--- src/rtl/hcicg_pkg.sv ---
`default_nettype none

package hcicg_pkg;

    // Queue geometry.
    localparam int QUEUE_DEPTH = 32;
    localparam int PTR_W = (QUEUE_DEPTH > 1) ? $clog2(QUEUE_DEPTH) : 1;
    localparam int CNT_W = $clog2(QUEUE_DEPTH + 1);
    localparam int CAP_W = (CNT_W > 8) ? CNT_W : 8;

    // Packet codes.
    localparam logic [7:0] PTYPE_COMMAND    = 8'h01;
    localparam logic [7:0] PTYPE_EVENT      = 8'h04;
    localparam logic [7:0] EVT_CMD_COMPLETE = 8'h0E;
    localparam logic [7:0] EVT_CMD_STATUS   = 8'h0F;
    localparam logic       OP_HOST          = 1'b0;
    localparam logic       DEST_CONTROLLER  = 1'b0;
    localparam logic       DEST_HOST        = 1'b1;

    typedef struct packed {
        logic        operation;
        logic        packet_empty;
        logic [7:0]  packet_type;
        logic [7:0]  evt_code;
        logic        header_ok;
        logic [7:0]  credit_count;
        logic [15:0] packet_handle;
    } in_item_t;

    typedef struct packed {
        logic        destination;
        logic [15:0] out_handle;
        logic        dropped;
        logic        credit_rewritten;
        logic [7:0]  credit_value;
        logic        last;
    } out_item_t;

    // Which result the datapath loads into its output register.
    typedef enum logic [2:0] {
        OUT_NONE,
        OUT_FORWARD,
        OUT_DROP,
        OUT_EVENT,
        OUT_DRAINED
    } out_sel_t;

    typedef struct packed {
        logic     capture;
        logic     push;
        logic     pop;
        logic     credit_dec;
        logic     credit_load;
        out_sel_t out_sel;
    } ctrl_cmd_t;

    typedef struct packed {
        logic item_empty;
        logic item_host;
        logic item_command;
        logic credit_event;
        logic queue_empty;
        logic queue_full;
        logic credit_zero;
        logic out_free;
    } dp_status_t;

endpackage

`default_nettype wire

--- src/rtl/hcicg_ctrl.sv ---
`default_nettype none

module hcicg_ctrl (
    input  wire logic               clk,
    input  wire logic               rst_n,
    input  wire logic               in_valid,
    output logic                    in_ready,
    input  wire hcicg_pkg::dp_status_t status,
    output hcicg_pkg::ctrl_cmd_t    cmd
);

    typedef enum logic [1:0] {
        ST_IDLE,
        ST_DECIDE,
        ST_DRAIN,
        ST_DRAIN_LOAD
    } state_t;

    state_t state_reg;
    state_t state_next;

    // State register.
    always_ff @(posedge clk or negedge rst_n)
    begin
        if (!rst_n)
        begin
            state_reg <= ST_IDLE;
        end
        else
        begin
            state_reg <= state_next;
        end
    end

    assign in_ready = (state_reg == ST_IDLE);

    // Next state and datapath commands.
    always_comb
    begin
        state_next      = state_reg;
        cmd             = '0;
        cmd.out_sel     = hcicg_pkg::OUT_NONE;
        case (state_reg)
            ST_IDLE:
            begin
                if (in_valid)
                begin
                    cmd.capture = 1'b1;
                    state_next  = ST_DECIDE;
                end
            end
            ST_DECIDE:
            begin
                if (status.item_empty)
                begin
                    state_next = ST_IDLE;
                end
                else if (status.item_host)
                begin
                    if (!status.item_command)
                    begin
                        if (status.out_free)
                        begin
                            cmd.out_sel = hcicg_pkg::OUT_FORWARD;
                            state_next  = ST_IDLE;
                        end
                    end
                    else if (status.queue_empty && !status.credit_zero)
                    begin
                        if (status.out_free)
                        begin
                            cmd.out_sel    = hcicg_pkg::OUT_FORWARD;
                            cmd.credit_dec = 1'b1;
                            state_next     = ST_IDLE;
                        end
                    end
                    else if (status.queue_full)
                    begin
                        if (status.out_free)
                        begin
                            cmd.out_sel = hcicg_pkg::OUT_DROP;
                            state_next  = ST_IDLE;
                        end
                    end
                    else
                    begin
                        cmd.push   = 1'b1;
                        state_next = ST_IDLE;
                    end
                end
                else if (status.credit_event)
                begin
                    cmd.credit_load = 1'b1;
                    state_next      = ST_DRAIN;
                end
                else if (status.out_free)
                begin
                    cmd.out_sel = hcicg_pkg::OUT_FORWARD;
                    state_next  = ST_IDLE;
                end
            end
            ST_DRAIN:
            begin
                if (!status.queue_empty && !status.credit_zero)
                begin
                    cmd.pop        = 1'b1;
                    cmd.credit_dec = 1'b1;
                    state_next     = ST_DRAIN_LOAD;
                end
                else if (status.out_free)
                begin
                    cmd.out_sel = hcicg_pkg::OUT_EVENT;
                    state_next  = ST_IDLE;
                end
            end
            ST_DRAIN_LOAD:
            begin
                if (status.out_free)
                begin
                    cmd.out_sel = hcicg_pkg::OUT_DRAINED;
                    state_next  = ST_DRAIN;
                end
            end
            default:
            begin
                state_next = ST_IDLE;
            end
        endcase
    end

endmodule

`default_nettype wire

--- src/rtl/hcicg_datapath.sv ---
`default_nettype none

module hcicg_datapath (
    input  wire logic                 clk,
    input  wire logic                 rst_n,
    input  wire hcicg_pkg::in_item_t  in_data,
    input  wire hcicg_pkg::ctrl_cmd_t cmd,
    output hcicg_pkg::dp_status_t     status,
    output logic                      out_valid,
    input  wire logic                 out_ready,
    output hcicg_pkg::out_item_t      out_data
);

    localparam int PW = hcicg_pkg::PTR_W;
    localparam int CW = hcicg_pkg::CNT_W;
    localparam int AW = hcicg_pkg::CAP_W;

    hcicg_pkg::in_item_t  item_reg;
    hcicg_pkg::out_item_t out_data_reg;
    hcicg_pkg::out_item_t out_data_next;
    logic                 out_valid_reg;
    logic                 out_valid_next;
    logic [7:0]           credit_reg;
    logic [7:0]           credit_next;
    logic [PW-1:0]        head_reg;
    logic [PW-1:0]        head_next;
    logic [PW-1:0]        tail_reg;
    logic [PW-1:0]        tail_next;
    logic [CW-1:0]        count_reg;
    logic [CW-1:0]        count_next;
    logic [15:0]          queue_mem_reg [hcicg_pkg::QUEUE_DEPTH];
    logic [15:0]          rdata_reg;
    logic [AW-1:0]        free_space;
    logic [7:0]           free_capped;
    logic                 load;

    // Pointer advance with wrap at the queue depth.
    function automatic logic [PW-1:0] ptr_inc(input logic [PW-1:0] p);
        logic [PW-1:0] r;
        if (p == PW'(hcicg_pkg::QUEUE_DEPTH - 1))
        begin
            r = '0;
        end
        else
        begin
            r = p + PW'(1);
        end
        return r;
    endfunction

    // Classification of the held item and queue status.
    always_comb
    begin
        status.item_empty   = item_reg.packet_empty;
        status.item_host    = (item_reg.operation == hcicg_pkg::OP_HOST);
        status.item_command = (item_reg.packet_type == hcicg_pkg::PTYPE_COMMAND);
        status.credit_event = (item_reg.packet_type == hcicg_pkg::PTYPE_EVENT)
                              && item_reg.header_ok
                              && ((item_reg.evt_code == hcicg_pkg::EVT_CMD_COMPLETE)
                                  || (item_reg.evt_code == hcicg_pkg::EVT_CMD_STATUS));
        status.queue_empty  = (count_reg == '0);
        status.queue_full   = (count_reg >= CW'(hcicg_pkg::QUEUE_DEPTH));
        status.credit_zero  = (credit_reg == 8'd0);
        status.out_free     = !out_valid_reg || out_ready;
    end

    // Free queue space, capped to fit the credit field.
    always_comb
    begin
        free_space = AW'(hcicg_pkg::QUEUE_DEPTH) - AW'(count_reg);
        if (free_space > AW'(255))
        begin
            free_capped = 8'hFF;
        end
        else
        begin
            free_capped = free_space[7:0];
        end
    end

    // Credit counter and queue pointers.
    always_comb
    begin
        credit_next = credit_reg;
        head_next   = head_reg;
        tail_next   = tail_reg;
        count_next  = count_reg;
        if (cmd.credit_load)
        begin
            credit_next = item_reg.credit_count;
        end
        else if (cmd.credit_dec)
        begin
            credit_next = credit_reg - 8'd1;
        end
        if (cmd.push)
        begin
            tail_next  = ptr_inc(tail_reg);
            count_next = count_reg + CW'(1);
        end
        else if (cmd.pop)
        begin
            head_next  = ptr_inc(head_reg);
            count_next = count_reg - CW'(1);
        end
    end

    // Result selection for the output register.
    always_comb
    begin
        load          = (cmd.out_sel != hcicg_pkg::OUT_NONE);
        out_data_next = '0;
        case (cmd.out_sel)
            hcicg_pkg::OUT_FORWARD:
            begin
                out_data_next.destination = (item_reg.operation == hcicg_pkg::OP_HOST)
                                            ? hcicg_pkg::DEST_CONTROLLER
                                            : hcicg_pkg::DEST_HOST;
                out_data_next.out_handle  = item_reg.packet_handle;
                out_data_next.last        = 1'b1;
            end
            hcicg_pkg::OUT_DROP:
            begin
                out_data_next.destination = hcicg_pkg::DEST_CONTROLLER;
                out_data_next.out_handle  = item_reg.packet_handle;
                out_data_next.dropped     = 1'b1;
                out_data_next.last        = 1'b1;
            end
            hcicg_pkg::OUT_EVENT:
            begin
                out_data_next.destination = hcicg_pkg::DEST_HOST;
                out_data_next.out_handle  = item_reg.packet_handle;
                out_data_next.last        = 1'b1;
                if (free_capped > item_reg.credit_count)
                begin
                    out_data_next.credit_rewritten = 1'b1;
                    out_data_next.credit_value     = free_capped;
                end
                else
                begin
                    out_data_next.credit_value = item_reg.credit_count;
                end
            end
            hcicg_pkg::OUT_DRAINED:
            begin
                out_data_next.destination = hcicg_pkg::DEST_CONTROLLER;
                out_data_next.out_handle  = rdata_reg;
            end
            default:
            begin
                out_data_next = '0;
            end
        endcase

        if (load)
        begin
            out_valid_next = 1'b1;
        end
        else if (out_ready)
        begin
            out_valid_next = 1'b0;
        end
        else
        begin
            out_valid_next = out_valid_reg;
        end
    end

    // Control registers.
    always_ff @(posedge clk or negedge rst_n)
    begin
        if (!rst_n)
        begin
            credit_reg    <= '0;
            head_reg      <= '0;
            tail_reg      <= '0;
            count_reg     <= '0;
            out_valid_reg <= 1'b0;
        end
        else
        begin
            credit_reg    <= credit_next;
            head_reg      <= head_next;
            tail_reg      <= tail_next;
            count_reg     <= count_next;
            out_valid_reg <= out_valid_next;
        end
    end

    // Payload registers.
    always_ff @(posedge clk)
    begin
        if (cmd.capture)
        begin
            item_reg <= in_data;
        end
        if (load)
        begin
            out_data_reg <= out_data_next;
        end
    end

    // Command queue memory: one write port, one registered read port.
    always_ff @(posedge clk)
    begin
        if (cmd.push)
        begin
            queue_mem_reg[tail_reg] <= item_reg.packet_handle;
        end
        if (cmd.pop)
        begin
            rdata_reg <= queue_mem_reg[head_reg];
        end
    end

    assign out_valid = out_valid_reg;
    assign out_data  = out_data_reg;

endmodule

`default_nettype wire

--- src/rtl/hci_command_credit_gate.sv ---
`default_nettype none

// Routes HCI packets between host and controller and holds host commands back
// until the controller grants command credits. Each packet item is taken in the
// idle state and decided in the decide state; the next item is accepted while
// a result still waits in the output register. A Command Complete or Command
// Status event drains the command queue, as far as the granted credits allow,
// through its single read port, one pop and one result load per drained command,
// then loads the event result, for up to the queue depth of 32 drained commands.
// Results stall while out_ready is low. The queue needs no clearing after reset.
module hci_command_credit_gate (
    input  wire logic                clk,
    input  wire logic                rst_n,
    input  wire logic                in_valid,
    output logic                     in_ready,
    input  wire hcicg_pkg::in_item_t in_data,
    output logic                     out_valid,
    input  wire logic                out_ready,
    output hcicg_pkg::out_item_t     out_data
);

    hcicg_pkg::ctrl_cmd_t  cmd;
    hcicg_pkg::dp_status_t status;

    // Sequencer.
    hcicg_ctrl u_ctrl (
        .clk      (clk),
        .rst_n    (rst_n),
        .in_valid (in_valid),
        .in_ready (in_ready),
        .status   (status),
        .cmd      (cmd)
    );

    // Credits, queue and result register.
    hcicg_datapath u_datapath (
        .clk       (clk),
        .rst_n     (rst_n),
        .in_data   (in_data),
        .cmd       (cmd),
        .status    (status),
        .out_valid (out_valid),
        .out_ready (out_ready),
        .out_data  (out_data)
    );

endmodule

`default_nettype wire

--- config.mk ---
export PLATFORM = sky130hd
export DESIGN_NAME = hci_command_credit_gate
export DESIGN_NICKNAME = d
export VERILOG_FILES = /design/src/rtl/hcicg_pkg.sv /design/src/rtl/hcicg_ctrl.sv /design/src/rtl/hcicg_datapath.sv /design/src/rtl/hci_command_credit_gate.sv
export SDC_FILE = /design/constraint.sdc
export NUM_CORES = 1
export LEC_CHECK = 0
export ABC_AREA = 1
export BUFFER_PORTS_ARGS = -buffer_cell sky130_fd_sc_hd__buf_2
export CORE_AREA = 3 3 220 222
export CTS_CLUSTER_DIAMETER = 100
export CTS_CLUSTER_SIZE = 12
export DETAILED_ROUTE_END_ITERATION = 16
export DIE_AREA = 0 0 223 225
export PLACE_DENSITY = 0.76
export SETUP_SLACK_MARGIN = 0.1
export SLEW_MARGIN = 20
export SYNTH_ARGS = -nofsm -noshare
export SYNTH_HDL_FRONTEND = slang
export SYNTH_HIERARCHICAL = 1
export SYNTH_SLANG_ARGS = --single-unit
--- constraint.sdc ---
create_clock -name clk -period 3 [get_ports clk]
set_input_delay 0.15 -clock clk [delete_from_list [all_inputs] [get_ports clk]]
set_output_delay 0.15 -clock clk [all_outputs]
set_load 0.05 [all_outputs]
==> flow_summary_export.csv <==
group,metric,value,unit
run_status,status,"complete, no violations",
cells_and_area,layout_area_overhead,14.09,%
setup_path,crit_arrival,3.08,ns
place,dp_hpwl,36910,um
sta,period_minus_slack,2.768,ns
floorplan,initial_core_util,0.5598,
setup_path,critical_path.reg2reg.startpoint,"u_datapath/credit_reg[1]$_DFFE_PN0P_",
place,placed_cells,2908,
setup_path,worst_r2r_endpoint,"u_datapath/queue_mem_reg[18][0]$_DFFE_PP_",
worst_hold_path,min_to,"u_datapath/out_valid$_DFFE_PN0P_",
sta,timing_worst_slew_pin_value,0.7767,ns
floorplan,die_width,223,um
sta,hold_violations,0,
global_routing,antenna_found_initial,0,
cts,worst_setup_hold_path_clk_slew,0.06,ns
synth,mappedNetlistArea,26060,um^2
drt,post_drt_wl_per_cell,21.20,um
flow_run,max_cap_violations,0,
power_and_ir_drop,peakVddDrop,606.3,uV
sta,skew,0.05766,ns
global_routing,grt.total_usage,0.2543,
floorplan,design.die.area,50180,um^2
floorplan,floorplan.io_pins,77,
drt,antenna_left,0,
setup_path,endpoint_kind,"flip-flop",
cells_and_area,layout.cells.most_common,"sky130_fd_sc_hd__nand2_1",
drt,via_cell_ratio,5.871,
place,detailedPlace.worstSlack,-0.04417,ns
cts,clockBufferDepth,3,
global_routing,first_global_vias,17670,
cts,clk-insertion-delay-late,0.65,ns
drt,routed-via-count,17910,
worst_hold_path,hold_path_startpoint,"out_ready",
cts,cts-root-buf,"sky130_fd_sc_hd__clkbuf_16",
setup_path,worst-path-max-fanout,16,
sta,maxSlewHeadroom,0.4790,
cells_and_area,post_layout_nonfiller_instances,3050,
cells_and_area,largest_reg_flops,512,
worst_hold_path,timing.hold.worst_path_depth,4,
drt,finalWirelength,64660,um
power_and_ir_drop,cellLeakagePower,11.17,nW
cts,tritoncts,"built",
setup_path,worst_setup_path_start_kind,"flip-flop",
place,place.gp.congestion,0.9131,
drt,route.detailed.drc,0,
place,input_output_buffers,75,
global_routing,grt_max_degree,156,
synth,syn_nets,2325,
setup_path,crit_path_class,"reg2reg",
sta,setup_repair_after_global_routing_missed_its_margin,"yes",
synth,syn_avg_cell_area,11.58,um^2
power_and_ir_drop,p_per_area,610.7,nW/um^2
drt,drtPass1Iterations,7,
floorplan,fp-row-count,79,
cts,post_cts_setup_bufs,0,
drt,drt-initial-drc-count,2108,
sta,postLayoutSetupSlackWorst,0.2322,ns
cts,clkSinkCount,625,
floorplan,core-area,46560,um^2
cells_and_area,final_cell_mix,"834 x sky130_fd_sc_hd__nand2_1, 598 x sky130_fd_sc_hd__edfxtp_1, 431 x sky130_fd_sc_hd__nand3_1, 75 x sky130_fd_sc_hd__buf_2, 60 x sky130_fd_sc_hd__nor2_1",
global_routing,grt_overflow,0,
cts,cts-buffers-inserted,58,
synth,synth_cell_type_count,34,
setup_path,worst_r2r_path_depth,13,
cells_and_area,finish.net_count,2479,
sta,final_max_slew_violation_count,0,
worst_hold_path,hold_path_class,"in2reg",
synth,number_of_synthesized_register_bits,625,
synth,seq_area_frac_synth,0.7150,
setup_path,cp_data_required_time,3.31,ns
cts,htree_levels,2,
synth,count_of_synthesis_stage_warnings_from_yosys,6,
synth,synth_cells,2251,
sta,final.setup.tns,0,ns
sta,max_freq,361.3,MHz
sta,finalSetupViolations,0,
cells_and_area,diodes,0,
floorplan,chipHeight,225,um
sta,final_min_period_over_clock_period,0.9226,
cells_and_area,drive_gt1_frac,0.1085,
global_routing,grt_pass1_wl,98500,um
setup_path,reg2reg_slack,0.23,ns
[per-layer routing]
layer,part of all wire,track usage,vias up
li1,-,-,8075
met1,0.37,0.3357,8626
met2,0.50,0.4262,1020
met3,0.088,0.03270,186
met4,0.040,0.1175,0
met5,0,0,-
[per-stage QoR]
stage                     total power [mW]  hold slack, ns  area [um^2]    util
after floorplan                      10.99         -0.1456        26070       -
after global placement               11.48          0.2187        27520  0.5912
after detailed placement             11.54          0.2265        27520  0.5912
after CTS                            18.16         0.04038        29650  0.6368
after global routing                 18.66          0.1473        29730  0.6386
final                                18.16          0.1052        29730  0.6386
[power breakdown]
group / total, mW / switching [mW] / internal (mW)
Sequential: 10.2 / 0.116 / 10.0
Combinational: 1.29 / 1.03 / 0.261
Clock: 6.71 / 3.10 / 3.61
Total: 18.2 / 4.25 / 13.9
[area by class of cell]
class | instances | area [um^2]
sequential | 625 | 18640
fill | 3311 | 16820
multi-input combinational | 1443 | 6504
timing repair buffer | 211 | 1906
clock buffer | 94 | 1587
tap | 607 | 759.5
inverter | 66 | 255.2
clock inverter | 4 | 80.08
[worst max-delay path by stage]
stage	startpoint	to	depth (start not counted)
6_report	u_datapath/credit_reg[1]$_DFFE_PN0P_	u_datapath/queue_mem_reg[18][0]$_DFFE_PP_	13
5_1_grt	u_datapath/count_reg[0]$_DFFE_PN0P_	u_datapath/count_reg[5]$_DFFE_PN0P_	16
4_1_cts	u_datapath/credit_reg[1]$_DFFE_PN0P_	u_datapath/count_reg[5]$_DFFE_PN0P_	18
3_5_place_dp	u_datapath/credit_reg[1]$_DFFE_PN0P_	u_datapath/queue_mem_reg[24][5]$_DFFE_PP_	13
3_3_place_gp	u_datapath/credit_reg[1]$_DFFE_PN0P_	u_datapath/queue_mem_reg[20][7]$_DFFE_PP_	13
2_1_floorplan	u_datapath/credit_reg[0]$_DFFE_PN0P_	u_datapath/queue_mem_reg[31][0]$_DFFE_PP_	11
[Yosys cell counts (all sizes together)]
cell type / number / area share
clkbuf: 14 / 0.0020
clkinv: 2 / 0.00029
a22oi: 2 / 0.00058
nand2: 840 / 0.12
nand4: 6 / 0.0014
a21oi: 23 / 0.0044
nor2: 70 / 0.010
o221ai: 1 / 0.00034
nor4: 3 / 0.00072
o22ai: 1 / 0.00024
buf: 103 / 0.028
o211ai: 5 / 0.0014
fa: 1 / 0.00077
edfxtp: 598 / 0.69
inv: 64 / 0.0094
nor3: 3 / 0.00058
a21boi: 1 / 0.00029
a21o: 1 / 0.00029
o21ai: 14 / 0.0027
nand3: 433 / 0.083
xnor2: 4 / 0.0013
ha: 26 / 0.012
xor2: 9 / 0.0030
dfrtp: 27 / 0.026
[kinds of logic after synthesis]
logic type               share of synthesized area
AND/OR/NAND/NOR                             0.2176
flip-flops                                  0.7150
buffers and inverters                      0.03947
AO/OA/AOI/OAI                              0.01028
adder cells (fa/ha/maj)                    0.01325
XOR/XNOR                                  0.004369
[critical path, cell delays in order, from the launching register on]
cell,delay [ns]
sky130_fd_sc_hd__dfrtp_1,0.37
sky130_fd_sc_hd__inv_1,0.10
sky130_fd_sc_hd__ha_1,0.17
sky130_fd_sc_hd__inv_1,0.06
sky130_fd_sc_hd__nor4_4,0.29
sky130_fd_sc_hd__buf_4,0.17
sky130_fd_sc_hd__inv_1,0.04
sky130_fd_sc_hd__nand2_1,0.11
sky130_fd_sc_hd__nand3_2,0.13
sky130_fd_sc_hd__nor2_4,0.13
sky130_fd_sc_hd__buf_6,0.18
sky130_fd_sc_hd__nand2_2,0.23
sky130_fd_sc_hd__nor2_1,0.27
sky130_fd_sc_hd__buf_12,0.20
[timing repair]
item / in CTS / in global routing
pin swaps: 0 / 2
resized for setup: 5 / 16
hold buffers: 44 / 0
endpoints found under the setup margin: 359 / 547
hold endpoints to repair: 71 / 0
Power figures use the tool's default switching activity.
